[src/wrcp_pkg.sv]
// Shared types, codes and signature constants for the WebP RIFF container parser.
`timescale 1ns / 1ps

package wrcp_pkg;

    localparam int unsigned HDR_BYTES = 12;
    localparam int unsigned MIN_FILE  = 20;
    localparam int unsigned FIELD_BYTES = 10;

    localparam logic [31:0] RIFF_SIG = 32'h52494646;
    localparam logic [31:0] WEBP_SIG = 32'h57454250;
    localparam logic [31:0] TAG_VP8X = 32'h56503858;
    localparam logic [31:0] TAG_VP8  = 32'h56503820;
    localparam logic [31:0] TAG_VP8L = 32'h5650384C;

    localparam logic [7:0] ALPHA_MASK   = 8'h10;
    localparam logic [7:0] ANIM_MASK    = 8'h02;
    localparam logic [7:0] VP8_SYNC0    = 8'h9D;
    localparam logic [7:0] VP8_SYNC1    = 8'h01;
    localparam logic [7:0] VP8_SYNC2    = 8'h2A;
    localparam logic [7:0] VP8L_SIG     = 8'h2F;

    typedef enum logic [2:0] {
        ST_MATCHED     = 3'd0,
        ST_NO_MATCH    = 3'd1,
        ST_NEED_MORE   = 3'd2,
        ST_TRUNC_DATA  = 3'd3,
        ST_TRUNC_CHUNK = 3'd4
    } status_t;

    typedef enum logic [1:0] {
        VAR_NONE = 2'd0,
        VAR_VP8X = 2'd1,
        VAR_VP8  = 2'd2,
        VAR_VP8L = 2'd3
    } variant_t;

    typedef enum logic [1:0] {
        PH_HEADER = 2'd0,
        PH_DATA   = 2'd1,
        PH_IDLE   = 2'd2
    } phase_t;

    typedef struct packed {
        logic [7:0] data_byte;
        logic       start_of_file;
        logic       last_available;
        logic       final_buffer;
    } item_t;

    typedef struct packed {
        logic [24:0] width;
        logic [24:0] height;
        variant_t    variant;
        logic        alpha;
        logic        animated;
    } info_t;

    typedef struct packed {
        status_t     status;
        logic [32:0] match_length;
        logic [24:0] image_width;
        logic [24:0] image_height;
        variant_t    variant;
        logic        has_alpha;
        logic        is_animated;
    } result_t;

    // Byte idx of a four-character signature, first character first.
    function automatic logic [7:0] sig_byte(logic [31:0] sig, logic [1:0] idx);
        logic [7:0] r;
        case (idx)
            2'd0:    r = sig[31:24];
            2'd1:    r = sig[23:16];
            2'd2:    r = sig[15:8];
            default: r = sig[7:0];
        endcase
        return r;
    endfunction

endpackage

[src/webp_riff_container_parser.sv]
// Top level of the WebP RIFF container parser: input register, parse core, result buffer.
`timescale 1ns / 1ps

// Takes one byte of a candidate WebP file per cycle and returns at most one verdict word per
// byte: matched, no match, need more data, truncated payload or truncated chunk, with the
// claimed length and the image information of the last recognized image chunk. A byte is
// registered on acceptance and processed from that input register by the parse core, whose
// per-byte update is a single pass of counter compares and field captures, so the block
// sustains one byte every cycle. A verdict is registered in the result buffer's output or skid
// register before it appears on the output. A two-word result buffer lets input continue while
// a verdict waits to be taken; input stalls only when both buffer words are held.
module webp_riff_container_parser (
    input  logic        clk,
    input  logic        rst_n,
    input  logic        s_tvalid,
    output logic        s_tready,
    input  logic [7:0]  s_tdata,   // [7:0] data_byte
    input  logic        s_tlast,   // last_available
    input  logic [1:0]  s_tuser,   // [0] start_of_file, [1] final_buffer
    output logic        m_tvalid,
    input  logic        m_tready,
    // [32:0] match_length, [57:33] image_width, [82:58] image_height, [84:83] variant,
    // [85] has_alpha, [86] is_animated, [87] zero
    output logic [87:0] m_tdata,
    output logic [2:0]  m_tuser    // [2:0] status
);

    logic              in_valid_reg;
    wrcp_pkg::item_t   item_reg;
    logic              q_ready;
    logic              step;
    logic              res_valid;
    wrcp_pkg::result_t res;
    wrcp_pkg::result_t out_word;

    assign step     = in_valid_reg && q_ready;
    assign s_tready = !in_valid_reg || q_ready;

    always_ff @(posedge clk or negedge rst_n)
    begin
        if (!rst_n)
        begin
            in_valid_reg <= 1'b0;
        end
        else if (s_tready)
        begin
            in_valid_reg <= s_tvalid;
        end
    end

    always_ff @(posedge clk)
    begin
        if (s_tready && s_tvalid)
        begin
            item_reg.data_byte      <= s_tdata;
            item_reg.start_of_file  <= s_tuser[0];
            item_reg.last_available <= s_tlast;
            item_reg.final_buffer   <= s_tuser[1];
        end
    end

    wrcp_parse_core u_core (
        .clk       (clk),
        .rst_n     (rst_n),
        .step      (step),
        .item      (item_reg),
        .res_valid (res_valid),
        .res       (res)
    );

    wrcp_out_queue u_queue (
        .clk        (clk),
        .rst_n      (rst_n),
        .push       (step && res_valid),
        .push_data  (res),
        .push_ready (q_ready),
        .out_valid  (m_tvalid),
        .out_ready  (m_tready),
        .out_data   (out_word)
    );

    assign m_tdata = {1'b0, out_word.is_animated, out_word.has_alpha, out_word.variant,
                      out_word.image_height, out_word.image_width, out_word.match_length};
    assign m_tuser = out_word.status;

endmodule

[src/wrcp_out_queue.sv]
// Two-entry result buffer: an output register backed by a skid register.
`timescale 1ns / 1ps

module wrcp_out_queue (
    input  logic               clk,
    input  logic               rst_n,
    input  logic               push,
    input  wrcp_pkg::result_t  push_data,
    output logic               push_ready,
    output logic               out_valid,
    input  logic               out_ready,
    output wrcp_pkg::result_t  out_data
);

    logic              out_valid_reg;
    logic              skid_valid_reg;
    wrcp_pkg::result_t out_reg;
    wrcp_pkg::result_t skid_reg;
    logic              load_out;

    assign push_ready = !skid_valid_reg;
    assign out_valid  = out_valid_reg;
    assign out_data   = out_reg;
    assign load_out   = !out_valid_reg || out_ready;

    always_ff @(posedge clk or negedge rst_n)
    begin
        if (!rst_n)
        begin
            out_valid_reg  <= 1'b0;
            skid_valid_reg <= 1'b0;
        end
        else if (load_out)
        begin
            // A pending skid word moves up first; no push can arrive while it is held.
            if (skid_valid_reg)
            begin
                out_valid_reg  <= 1'b1;
                skid_valid_reg <= 1'b0;
            end
            else
            begin
                out_valid_reg <= push;
            end
        end
        else if (push)
        begin
            skid_valid_reg <= 1'b1;
        end
    end

    always_ff @(posedge clk)
    begin
        if (load_out)
        begin
            out_reg <= skid_valid_reg ? skid_reg : push_data;
        end
        else if (push)
        begin
            skid_reg <= push_data;
        end
    end

endmodule

[src/wrcp_parse_core.sv]
// Parser state and the per-byte update of the header check and chunk walk.
`timescale 1ns / 1ps

module wrcp_parse_core (
    input  logic               clk,
    input  logic               rst_n,
    input  logic               step,
    input  wrcp_pkg::item_t    item,
    output logic               res_valid,
    output wrcp_pkg::result_t  res
);

    logic [32:0]      byte_count_reg, byte_count_next;
    logic [32:0]      file_length_reg, file_length_next;
    logic             header_ok_reg, header_ok_next;
    wrcp_pkg::phase_t phase_reg, phase_next;
    logic [32:0]      chunk_offset_reg, chunk_offset_next;
    logic [31:0]      chunk_length_reg, chunk_length_next;
    logic [31:0]      chunk_tag_reg, chunk_tag_next;
    logic [7:0]       field_reg [wrcp_pkg::FIELD_BYTES];
    logic [7:0]       field_next [wrcp_pkg::FIELD_BYTES];
    logic             image_found_reg, image_found_next;
    logic             overrun_reg, overrun_next;
    logic             verdict_reg, verdict_next;
    wrcp_pkg::info_t  info_reg, info_next;

    logic [32:0]      pos;
    logic [32:0]      padded;
    logic             do_finish;
    logic             do_begin;
    logic [33:0]      begin_pos;
    logic [7:0]       b;

    function automatic wrcp_pkg::result_t make_result(wrcp_pkg::status_t st, logic [32:0] len,
                                                      logic with_info, wrcp_pkg::info_t inf);
        wrcp_pkg::result_t r;
        r.status       = st;
        r.match_length = len;
        r.image_width  = with_info ? inf.width : 25'd0;
        r.image_height = with_info ? inf.height : 25'd0;
        r.variant      = with_info ? inf.variant : wrcp_pkg::VAR_NONE;
        r.has_alpha    = with_info && (inf.variant == wrcp_pkg::VAR_VP8X) && inf.alpha;
        r.is_animated  = with_info && (inf.variant == wrcp_pkg::VAR_VP8X) && inf.animated;
        return r;
    endfunction

    assign b = item.data_byte;

    always_comb
    begin
        // A start mark restarts the parse from the reset state before this byte.
        if (item.start_of_file)
        begin
            byte_count_next   = '0;
            file_length_next  = '0;
            header_ok_next    = 1'b1;
            phase_next        = wrcp_pkg::PH_HEADER;
            chunk_offset_next = '0;
            chunk_length_next = '0;
            chunk_tag_next    = '0;
            for (int i = 0; i < wrcp_pkg::FIELD_BYTES; i++)
            begin
                field_next[i] = '0;
            end
            image_found_next  = 1'b0;
            overrun_next      = 1'b0;
            verdict_next      = 1'b0;
            info_next         = '0;
        end
        else
        begin
            byte_count_next   = byte_count_reg;
            file_length_next  = file_length_reg;
            header_ok_next    = header_ok_reg;
            phase_next        = phase_reg;
            chunk_offset_next = chunk_offset_reg;
            chunk_length_next = chunk_length_reg;
            chunk_tag_next    = chunk_tag_reg;
            for (int i = 0; i < wrcp_pkg::FIELD_BYTES; i++)
            begin
                field_next[i] = field_reg[i];
            end
            image_found_next  = image_found_reg;
            overrun_next      = overrun_reg;
            verdict_next      = verdict_reg;
            info_next         = info_reg;
        end

        res_valid = 1'b0;
        res       = make_result(wrcp_pkg::ST_NO_MATCH, 33'd0, 1'b0, info_next);
        pos       = byte_count_next;
        padded    = '0;
        do_finish = 1'b0;
        do_begin  = 1'b0;
        begin_pos = '0;

        if (!verdict_next)
        begin
            byte_count_next = pos + 33'd1;

            if (pos < 33'(wrcp_pkg::HDR_BYTES))
            begin
                if (pos < 33'd4)
                begin
                    if (b != wrcp_pkg::sig_byte(wrcp_pkg::RIFF_SIG, pos[1:0]))
                    begin
                        header_ok_next = 1'b0;
                    end
                end
                else if (pos < 33'd8)
                begin
                    case (pos[1:0])
                        2'd0:    file_length_next[7:0]   = b;
                        2'd1:    file_length_next[15:8]  = b;
                        2'd2:    file_length_next[23:16] = b;
                        default: file_length_next[31:24] = b;
                    endcase
                end
                else
                begin
                    if (b != wrcp_pkg::sig_byte(wrcp_pkg::WEBP_SIG, pos[1:0]))
                    begin
                        header_ok_next = 1'b0;
                    end
                end

                if (pos == 33'(wrcp_pkg::HDR_BYTES - 1))
                begin
                    file_length_next = file_length_next + 33'd8;
                    if (!header_ok_next || file_length_next < 33'(wrcp_pkg::MIN_FILE))
                    begin
                        verdict_next = 1'b1;
                        res_valid    = 1'b1;
                        res = make_result(wrcp_pkg::ST_NO_MATCH, 33'd0, 1'b0, info_next);
                    end
                    else
                    begin
                        do_begin  = 1'b1;
                        begin_pos = 34'(wrcp_pkg::HDR_BYTES);
                    end
                end
            end
            else
            begin
                case (phase_next)
                    wrcp_pkg::PH_HEADER:
                    begin
                        if (chunk_offset_next < 33'd4)
                        begin
                            chunk_tag_next = {chunk_tag_next[23:0], b};
                        end
                        else
                        begin
                            case (chunk_offset_next[1:0])
                                2'd0:    chunk_length_next[7:0]   = b;
                                2'd1:    chunk_length_next[15:8]  = b;
                                2'd2:    chunk_length_next[23:16] = b;
                                default: chunk_length_next[31:24] = b;
                            endcase
                        end
                        chunk_offset_next = chunk_offset_next + 33'd1;
                        if (chunk_offset_next == 33'd8)
                        begin
                            padded = {1'b0, chunk_length_next} + {32'd0, chunk_length_next[0]};
                            if ({1'b0, pos} + 34'd1 + {1'b0, padded} > {1'b0, file_length_next})
                            begin
                                overrun_next = 1'b1;
                                phase_next   = wrcp_pkg::PH_IDLE;
                            end
                            else if (padded == 33'd0)
                            begin
                                do_finish = 1'b1;
                                do_begin  = 1'b1;
                                begin_pos = {1'b0, pos} + 34'd1;
                            end
                            else
                            begin
                                phase_next        = wrcp_pkg::PH_DATA;
                                chunk_offset_next = '0;
                            end
                        end
                    end
                    wrcp_pkg::PH_DATA:
                    begin
                        padded = {1'b0, chunk_length_next} + {32'd0, chunk_length_next[0]};
                        if (chunk_offset_next < 33'(wrcp_pkg::FIELD_BYTES))
                        begin
                            field_next[chunk_offset_next[3:0]] = b;
                        end
                        chunk_offset_next = chunk_offset_next + 33'd1;
                        if (chunk_offset_next >= padded)
                        begin
                            do_finish = 1'b1;
                            do_begin  = 1'b1;
                            begin_pos = {1'b0, pos} + 34'd1;
                        end
                    end
                    default:
                    begin
                    end
                endcase

                // Close out a completed chunk before its registers are cleared.
                if (do_finish)
                begin
                    if (chunk_tag_next == wrcp_pkg::TAG_VP8X || chunk_tag_next == wrcp_pkg::TAG_VP8
                        || chunk_tag_next == wrcp_pkg::TAG_VP8L)
                    begin
                        image_found_next = 1'b1;
                    end
                    if (chunk_tag_next == wrcp_pkg::TAG_VP8X && chunk_length_next >= 32'd10)
                    begin
                        info_next.variant  = wrcp_pkg::VAR_VP8X;
                        info_next.alpha    = (field_next[0] & wrcp_pkg::ALPHA_MASK) != 8'd0;
                        info_next.animated = (field_next[0] & wrcp_pkg::ANIM_MASK) != 8'd0;
                        info_next.width    = {1'b0, field_next[6], field_next[5], field_next[4]}
                                             + 25'd1;
                        info_next.height   = {1'b0, field_next[9], field_next[8], field_next[7]}
                                             + 25'd1;
                    end
                    else if (chunk_tag_next == wrcp_pkg::TAG_VP8 && chunk_length_next >= 32'd10)
                    begin
                        if (field_next[3] == wrcp_pkg::VP8_SYNC0
                            && field_next[4] == wrcp_pkg::VP8_SYNC1
                            && field_next[5] == wrcp_pkg::VP8_SYNC2)
                        begin
                            info_next.variant = wrcp_pkg::VAR_VP8;
                            info_next.width   = {11'd0, field_next[7][5:0], field_next[6]};
                            info_next.height  = {11'd0, field_next[9][5:0], field_next[8]};
                        end
                    end
                    else if (chunk_tag_next == wrcp_pkg::TAG_VP8L && chunk_length_next >= 32'd5)
                    begin
                        if (field_next[0] == wrcp_pkg::VP8L_SIG)
                        begin
                            info_next.variant = wrcp_pkg::VAR_VP8L;
                            info_next.width   = {11'd0, field_next[2][5:0], field_next[1]} + 25'd1;
                            info_next.height  = {11'd0, field_next[4][3:0], field_next[3],
                                                 field_next[2][7:6]} + 25'd1;
                        end
                    end
                end

                if (byte_count_next == file_length_next)
                begin
                    verdict_next = 1'b1;
                    res_valid    = 1'b1;
                    if (overrun_next)
                    begin
                        res = make_result(wrcp_pkg::ST_TRUNC_CHUNK, file_length_next, 1'b1,
                                          info_next);
                    end
                    else if (image_found_next)
                    begin
                        res = make_result(wrcp_pkg::ST_MATCHED, file_length_next, 1'b1,
                                          info_next);
                    end
                    else
                    begin
                        res = make_result(wrcp_pkg::ST_NO_MATCH, 33'd0, 1'b0, info_next);
                    end
                end
            end

            if (do_begin)
            begin
                chunk_offset_next = '0;
                chunk_tag_next    = '0;
                chunk_length_next = '0;
                for (int i = 0; i < wrcp_pkg::FIELD_BYTES; i++)
                begin
                    field_next[i] = '0;
                end
                // Fewer than eight bytes before the end of file cannot hold a chunk header.
                phase_next = (begin_pos + 34'd8 <= {1'b0, file_length_next}) ?
                             wrcp_pkg::PH_HEADER : wrcp_pkg::PH_IDLE;
            end

            if (!res_valid && item.last_available)
            begin
                res_valid = 1'b1;
                if (item.final_buffer)
                begin
                    verdict_next = 1'b1;
                    if (byte_count_next < 33'(wrcp_pkg::HDR_BYTES))
                    begin
                        res = make_result(wrcp_pkg::ST_NO_MATCH, 33'd0, 1'b0, info_next);
                    end
                    else
                    begin
                        res = make_result(wrcp_pkg::ST_TRUNC_DATA, byte_count_next, 1'b0,
                                          info_next);
                    end
                end
                else
                begin
                    res = make_result(wrcp_pkg::ST_NEED_MORE, 33'd0, 1'b0, info_next);
                end
            end
        end
    end

    always_ff @(posedge clk or negedge rst_n)
    begin
        if (!rst_n)
        begin
            byte_count_reg   <= '0;
            file_length_reg  <= '0;
            header_ok_reg    <= 1'b1;
            phase_reg        <= wrcp_pkg::PH_HEADER;
            chunk_offset_reg <= '0;
            chunk_length_reg <= '0;
            chunk_tag_reg    <= '0;
            for (int i = 0; i < wrcp_pkg::FIELD_BYTES; i++)
            begin
                field_reg[i] <= '0;
            end
            image_found_reg  <= 1'b0;
            overrun_reg      <= 1'b0;
            verdict_reg      <= 1'b0;
            info_reg         <= '0;
        end
        else if (step)
        begin
            byte_count_reg   <= byte_count_next;
            file_length_reg  <= file_length_next;
            header_ok_reg    <= header_ok_next;
            phase_reg        <= phase_next;
            chunk_offset_reg <= chunk_offset_next;
            chunk_length_reg <= chunk_length_next;
            chunk_tag_reg    <= chunk_tag_next;
            for (int i = 0; i < wrcp_pkg::FIELD_BYTES; i++)
            begin
                field_reg[i] <= field_next[i];
            end
            image_found_reg  <= image_found_next;
            overrun_reg      <= overrun_next;
            verdict_reg      <= verdict_next;
            info_reg         <= info_next;
        end
    end

endmodule
[config.mk]
export PLATFORM = sky130hd
export DESIGN_NAME = webp_riff_container_parser
export DESIGN_NICKNAME = d
export VERILOG_FILES = /design/src/wrcp_pkg.sv /design/src/webp_riff_container_parser.sv /design/src/wrcp_out_queue.sv /design/src/wrcp_parse_core.sv
export SDC_FILE = /design/constraint.sdc
export NUM_CORES = 2
export LEC_CHECK = 0
export CAP_MARGIN = 20
export CORE_MARGIN = 3
export CORE_UTILIZATION = 59
export CTS_CLUSTER_DIAMETER = 120
export DETAILED_ROUTE_END_ITERATION = 6
export DONT_BUFFER_PORTS = 1
export PLACE_DENSITY = 0.81
export RECOVER_POWER = 25
export REMOVE_ABC_BUFFERS = 1
export SYNTH_ARGS = -nofsm -noshare
export SYNTH_HDL_FRONTEND = slang
export SYNTH_SLANG_ARGS = --single-unit
[constraint.sdc]
create_clock -name clk -period 13.7 [get_ports clk]
set_input_delay 1.37 -clock clk [delete_from_list [all_inputs] [get_ports clk]]
set_output_delay 1.37 -clock clk [all_outputs]
set_load 0.01 [all_outputs]
After elaboration in Yosys (flattened, before gate mapping)
Cells that the tools add are included.
{"block": "classes", "add_sub_neg": 12, "magnitude_cmp": 14, "eq_ne": 18, "mux": 154, "n_bitwise": 2, "reduce_logical": 30}
{"op": "32-bit 2-to-1 mux", "count": 23}
{"op": "80-bit 2-to-1 mux", "count": 8}
{"op": "90-bit 2-to-1 mux", "count": 6}
{"op": "33-bit 2-to-1 mux", "count": 14}
{"op": "54-bit 2-to-1 mux", "count": 6}
{"op": "52-bit 2-to-1 mux", "count": 5}
{"op": "34-bit 2-to-1 mux", "count": 7}
{"op": "89-bit 2-to-1 mux", "count": 2}
{"op": "33-bit by 4-bit < comparator with 1-bit output, second input constant", "count": 4}
{"op": "8-bit 2-to-1 mux", "count": 16}
{"op": "32-bit by 31-bit == test with 1-bit output, second input constant", "count": 3}
{"op": "88-bit 2-to-1 mux", "count": 1}
{"op": "80-bit bitwise mux", "count": 1}
{"op": "34-bit one-hot mux with 2 select lines", "count": 1}
{"op": "32-bit by 1-bit adder with 33-bit output", "count": 2}
{"op": "33-bit by 1-bit adder with 33-bit output, second input constant", "count": 2}
{"op": "33-bit by 4-bit == test with 1-bit output, second input constant", "count": 2}
{"op": "33-bit by 3-bit < comparator with 1-bit output, second input constant", "count": 2}
{"op": "33-bit one-hot mux with 2 select lines", "count": 1}
{"op": "24-bit by 1-bit adder with 25-bit output, second input constant", "count": 2}
{"op": "1-bit 2-to-1 mux", "count": 48}
{"op": "33-bit by 1-bit adder with 34-bit output, second input constant", "count": 1}
{"op": "34-bit by 33-bit adder with 34-bit output", "count": 1}
{"op": "34-bit by 4-bit adder with 34-bit output, second input constant", "count": 1}
{"op": "other kinds (33)", "count": 71}
{"block": "word_totals", "register_bits": 497, "inputBits": 15, "out_inout_bits": 93, "word_cells": 276}

Longest topological paths before layout
{"block": "logic_depth", "ltp_word": 29, "ltp_mapped": 74, "ltp_nobuf": 58}

Modules after synthesis
A second synthesis with hierarchy kept.
{"block": "unflattened", "hier_cells": 4037, "area_unflattened_um2": 36209.7}
{"module": "wrcp_parse_core", "instances": 1, "cells_per_inst": 3729, "area_per_inst_um2": 28840.2, "seq_area_each_um2": 7583.5}
{"module": "wrcp_out_queue", "instances": 1, "cells_per_inst": 289, "area_per_inst_um2": 6961.7, "seq_area_each_um2": 5455.2}
{"module": "webp_riff_container_parser", "instances": 1, "cells_per_inst": 19, "area_per_inst_um2": 407.9, "seq_area_each_um2": 355.3}

Worst setup path after synthesis
No wires, ideal clock.
{"block": "synth_path", "path_type": "reg2reg", "from": "register item_reg[2] (netlist bit)", "to": "register u_core.phase_reg[1]", "setup_ns": 0.120, "t_arrival_ns": 13.434, "required_ns": 13.580, "path_slack_ns": 0.146, "path_stages_with_launch": 74, "n_path_buf": 16, "synth_period_minus_slack_ns": 13.554, "path_cell_list": "edfxtp_1 > clkbuf_1 > inv_1 > buf_2 > buf_1 > clkbuf_1 > clkbuf_1 > buf_2 > clkbuf_1 > clkbuf_1 > clkbuf_1 > buf_1 > buf_1 > nand2_1 > ha_1 > nand2_1 > a21o_1 > buf_2 > [38 not listed] > nor2_1 > nand2_1 > xnor2_1 > nor2_1 > ha_1 > a21o_1 > a21oi_1 > nor2b_1 > o21ai_0 > nand2b_1 > a21oi_1 > nor2b_1 > o21ai_0 > a31o_2 > a21oi_1 > o31ai_1 > o2111ai_1 > o211a_1"}
{"block": "synth_between", "elab_chain_cells": 24, "elab_cells_between_ends": 99, "cone_classes": "7 x add/sub; 8 x order compare; 9 x eq/ne; 67 x mux; 8 x reduce/logical"}
{"item": "from (decl)", "line_no": "webp_riff_container_parser.sv:29", "text": "wrcp_pkg::item_t item_reg;"}
{"item": "branches (longest 23 deep; another with 34-bit by 33-bit adder with 34-bit output)"}
{"item": "2-bit 2-to-1 mux (*)", "line_no": "wrcp_parse_core.sv:97", "text": "if (!verdict_next)"}
{"item": "to (signal assigned)", "line_no": "wrcp_parse_core.sv:310", "text": "phase_reg <= wrcp_pkg::PH_HEADER;"}
{"item": "to (signal assigned)", "line_no": "wrcp_parse_core.sv:328", "text": "phase_reg <= phase_next;"}
{"item": "to (decl)", "line_no": "wrcp_parse_core.sv:16", "text": "wrcp_pkg::phase_t phase_reg, phase_next;"}
Every way passes the cells marked *. The select of a mux whose other input is x is not followed.
A chain may end at the register's enable or synchronous reset.

Final worst setup path
{"block": "layout_path", "from": "register u_core.chunk_offset_reg[16]", "to": "register u_core.phase_reg[1]"}
{"block": "layout_between", "elab_chain_cells": 19, "elab_cells_between_ends": 37, "cone_classes": "4 x add/sub; 4 x order compare; 1 x eq/ne; 27 x mux; 1 x reduce/logical"}
{"item": "from (decl)", "line_no": "wrcp_parse_core.sv:17", "text": "logic [32:0] chunk_offset_reg, chunk_offset_next;"}
{"item": "from (signal assigned)", "line_no": "wrcp_parse_core.sv:329", "text": "chunk_offset_reg <= chunk_offset_next;"}
{"item": "33-bit 2-to-1 mux (*)", "line_no": "wrcp_parse_core.sv:52", "text": "if (item.start_of_file)"}
{"item": "33-bit by 3-bit < comparator with 1-bit output", "line_no": "wrcp_parse_core.sv:148", "text": "if (chunk_offset_next < 33'd4)"}
{"item": "32-bit 2-to-1 mux", "line_no": "wrcp_parse_core.sv:148"}
{"item": "32-bit 2-to-1 mux", "line_no": "wrcp_parse_core.sv:145", "text": "case (phase_next)"}
{"item": "32-bit 2-to-1 mux", "line_no": "wrcp_parse_core.sv:101", "text": "if (pos < 33'(wrcp_pkg::HDR_BYTES))"}
{"item": "32-bit 2-to-1 mux", "line_no": "wrcp_parse_core.sv:97"}
{"item": "32-bit by 1-bit adder with 33-bit output", "line_no": "wrcp_parse_core.sv:164", "text": "padded = {1'b0, chunk_length_next} + {32'd0, chunk_length_next[0]};"}
{"item": "34-bit by 33-bit adder with 34-bit output / 33-bit logical NOT (equally long branches)", "line_no": "wrcp_parse_core.sv:165, wrcp_parse_core.sv:170"}
{"item": "[3 not listed]"}
{"item": "34-bit one-hot mux with 2 select lines", "line_no": "wrcp_parse_core.sv:145"}
{"item": "34-bit 2-to-1 mux", "line_no": "wrcp_parse_core.sv:101"}
{"item": "34-bit 2-to-1 mux", "line_no": "wrcp_parse_core.sv:97"}
{"item": "34-bit by 4-bit adder with 34-bit output", "line_no": "wrcp_parse_core.sv:275", "text": "phase_next = (begin_pos + 34'd8 <= {1'b0, file_length_next}) ?"}
{"item": "34-bit by 33-bit less-or-equal comparator with 1-bit output", "line_no": "wrcp_parse_core.sv:275"}
{"item": "2-bit 2-to-1 mux", "line_no": "wrcp_parse_core.sv:275"}
{"item": "2-bit 2-to-1 mux (*)", "line_no": "wrcp_parse_core.sv:265", "text": "if (do_begin)"}
{"item": "2-bit 2-to-1 mux (*)", "line_no": "wrcp_parse_core.sv:97"}
Every way passes the cells marked *; elsewhere a longest branch is shown, timed or not. The select of a mux whose other input is x is not followed.

==> run summary <==
status: finished, final reports clean
critical path endpoint category: flop
Nets: 4276
Crit Path Category: flop to flop
WP buf/inv: 3
worst-path maximum fanout: 20
first-pass GRT wire length: 201100 µm
number of flops mapped to enable cells by yosys: 191
most frequent cell after synthesis: nand2_1
Synth top area share: 21.02%
layout filler cell count: 5157
drt drc: 0
Tot GR Track Use: 41.07%
CTS tree: built
Static Leakage: 15.34 nW
WP data required: 14260 ps
IO buf count: 0
Final Hold Viols: 0
Clock Tree Buf Depth: 3
R2R cell count: 57
vias in the first global route: 31290
Finish-stage setup viols: 0
Clk Tree Root Cell: clkbuf_16
die width: 254.1 µm
CP startpoint kind: flop
Crit Reg-Reg Startpoint: u_core.chunk_offset_reg[16]
syn_area_per_cell: 8.595 µm²
Min-Delay Path Class: primary input to async pin
Mapped Area: 0.03631 mm²
Synth area leader: dfrtp_1
Primary FF master, synth: dfrtp_1
TritonRoute pass-1 iters: 7
dpl hpwl: 99080 µm
largest net degree at the start of global routing: 307
clock skew: 78.83 ps
CTS clock-pin slew for the worst setup and hold paths: 80 ps
DR WL/cell: 27.59 µm
Most common cell on crit path: a21o_1
Post-synth ARST share: 61.57%
flop and latch count out of synthesis: 497
DIE AREA: 0.06455 mm²
H-Tree Depth: 2
Seq/Total Area, Yosys: 36.89%
area grow syn2layout: 7.402%
core area: 0.06058 mm²
clk_lat worst skew: 670 ps
worst hold margin: 400.9 ps
ranking of synthesized cells by area: dfrtp_1 (21%), edfxtp_1 (16%), nand2_1 (6.0%)
grt ovf: 0
Rel. slew slack: 19.70%
vias per inst: 7.023
crit-path leading delay family: compound AO/OA/AOI/OAI gates
CP peak stage delay: 700 ps
Initial Util: 59.93%
routability congestion estimate: 1.062
Post-CTS Setup Bufs: 0
DRT antenna net count: 0
Rows: 90
actual slew at the worst max-slew pin: 1171 ps
instance count of the mapped netlist: 4224
Final Slew Violations: 0
fraction of layout cells with a size suffix above 1: 8.542%
Die H: 254.1 µm
via count: 34710
Total Wirelength: 136400 µm
Final min period: 12870 ps
reg2reg setup slack: 830 ps
worst path arrival time: 13430 ps
peak supply drop: 0.1137 mV
Peak Freq: 0.07770 GHz
post-CTS sizing: 0
CP max-delay cell: and4_1
pwr dens: 92.36 mW/mm²
initial antenna violation count: 5
synth warn: 0
drt first-iter violations: 5560
Worst R2R End: u_core.phase_reg[1]
total CTS buffers: 55
most frequent cells after synthesis: nand2_1 (579), nor2_1 (341), dfrtp_1 (305)
Hold-fix buffers, CTS: 0
RSZ-0062 raised after global routing: no
Max-cap violations: 0
I/O pins: 108
period utilization: 93.94%
final setup TNS: 0 ps
distinct cell type count after synthesis: 103
clock sink count: 497
-- worst max-delay path by stage --
stage                                           start                   to  slack [ps]  depth (start not counted)
after detailed placement  u_core.chunk_offset_reg[16]  u_core.phase_reg[1]        1230                         55
after floorplan                           item_reg[2]  u_core.phase_reg[1]       -3950                         55
final                     u_core.chunk_offset_reg[16]  u_core.phase_reg[1]         830                         57
after global routing      u_core.chunk_offset_reg[16]  u_core.phase_reg[1]         270                         55
after global placement    u_core.chunk_offset_reg[16]  u_core.phase_reg[1]        1370                         55
after CTS                 u_core.chunk_offset_reg[16]  u_core.phase_reg[1]        1270                         57
-- layout by cell type (no fill, tap or decap), types with 77 or more instances in the layout --
| master | netlist | layout |
|---|---|---|
| inv_1 | 107 | 106 |
| o21ai_0 | 302 | 302 |
| edfxtp_1 | 191 | 191 |
| nand4_1 | 81 | 81 |
| ha_1 | 150 | 150 |
| a22o_1 | 96 | 96 |
| dfrtp_1 | 305 | 304 |
| nand2_1 | 579 | 578 |
| a21oi_1 | 211 | 209 |
| xnor2_1 | 210 | 210 |
| nor3_1 | 82 | 77 |
| nor2_1 | 341 | 339 |
| nand3_1 | 132 | 132 |
| mux2i_1 | 83 | 83 |
| buf_4 | 5 | 91 |
| xor2_1 | 83 | 83 |
-- power by group --
part	switching [mW]	total, mW	internal, mW
sequential	0.0543	1.66	1.61
clock	0.680	1.58	0.899
combinational	0.259	0.361	0.102
-- cells by family (layout without fill, tap and decap cells) --
logic type	Yosys count	count (layout)	synth area share, %
AO/OA/AOI/OAI	1052	1052	18.60
XOR/XNOR	294	294	7.134
adder cells (fa/ha/maj)	151	151	5.225
buffers and inverters	377	309	4.201
flip-flops	497	497	36.89
multiplexers	159	159	4.687
other	1	5	0.01033
AND/OR/NAND/NOR	1693	1693	23.25
-- metrics by stage --
step / instance area (µm²) / worst slack (ps) / utilization (%) / std cells / power, mW
2_1_floorplan: 35200 / -3950 / - / 3959 / 1.888
3_3_place_gp: 37060 / 1374 / 61.17 / 4834 / 2.028
3_5_place_dp: 37060 / 1232 / 61.17 / 4834 / 2.031
4_1_cts: 38960 / 1273 / 64.30 / 4937 / 3.592
5_1_grt: 38990 / 269.5 / 64.36 / 4940 / 3.685
6_report: 38990 / 829.8 / 64.36 / 4942 / 3.601
-- layout make-up --
cell class | count | area (µm²) | area share [%]
inverter | 112 | 422.9 | 1.085
timing repair buffer | 94 | 750.7 | 1.925
clock inverter | 38 | 445.4 | 1.142
tap | 782 | 978.4 | 2.509
multi-input combinational | 3350 | 21540 | 55.23
clock buffer | 65 | 1454 | 3.729
antenna | 4 | 10.01 | 0.02567
sequential | 497 | 13400 | 34.35
-- layer usage --
| layer | global-route usage, % | part of all wire [%] | wire [µm] | up-vias |
|---|---|---|---|---|
| li1 | - | - | - | 15160 |
| met1 | 59.64 | 40 | 55010 | 16650 |
| met2 | 58.36 | 41 | 56070 | 2483 |
| met3 | 12.09 | 14 | 19500 | 413 |
| met4 | 14.09 | 4.2 | 5760 | 6 |
| met5 | 0 | 0.025 | 34 | - |
Note: power is estimated with default switching activity, not from simulation.
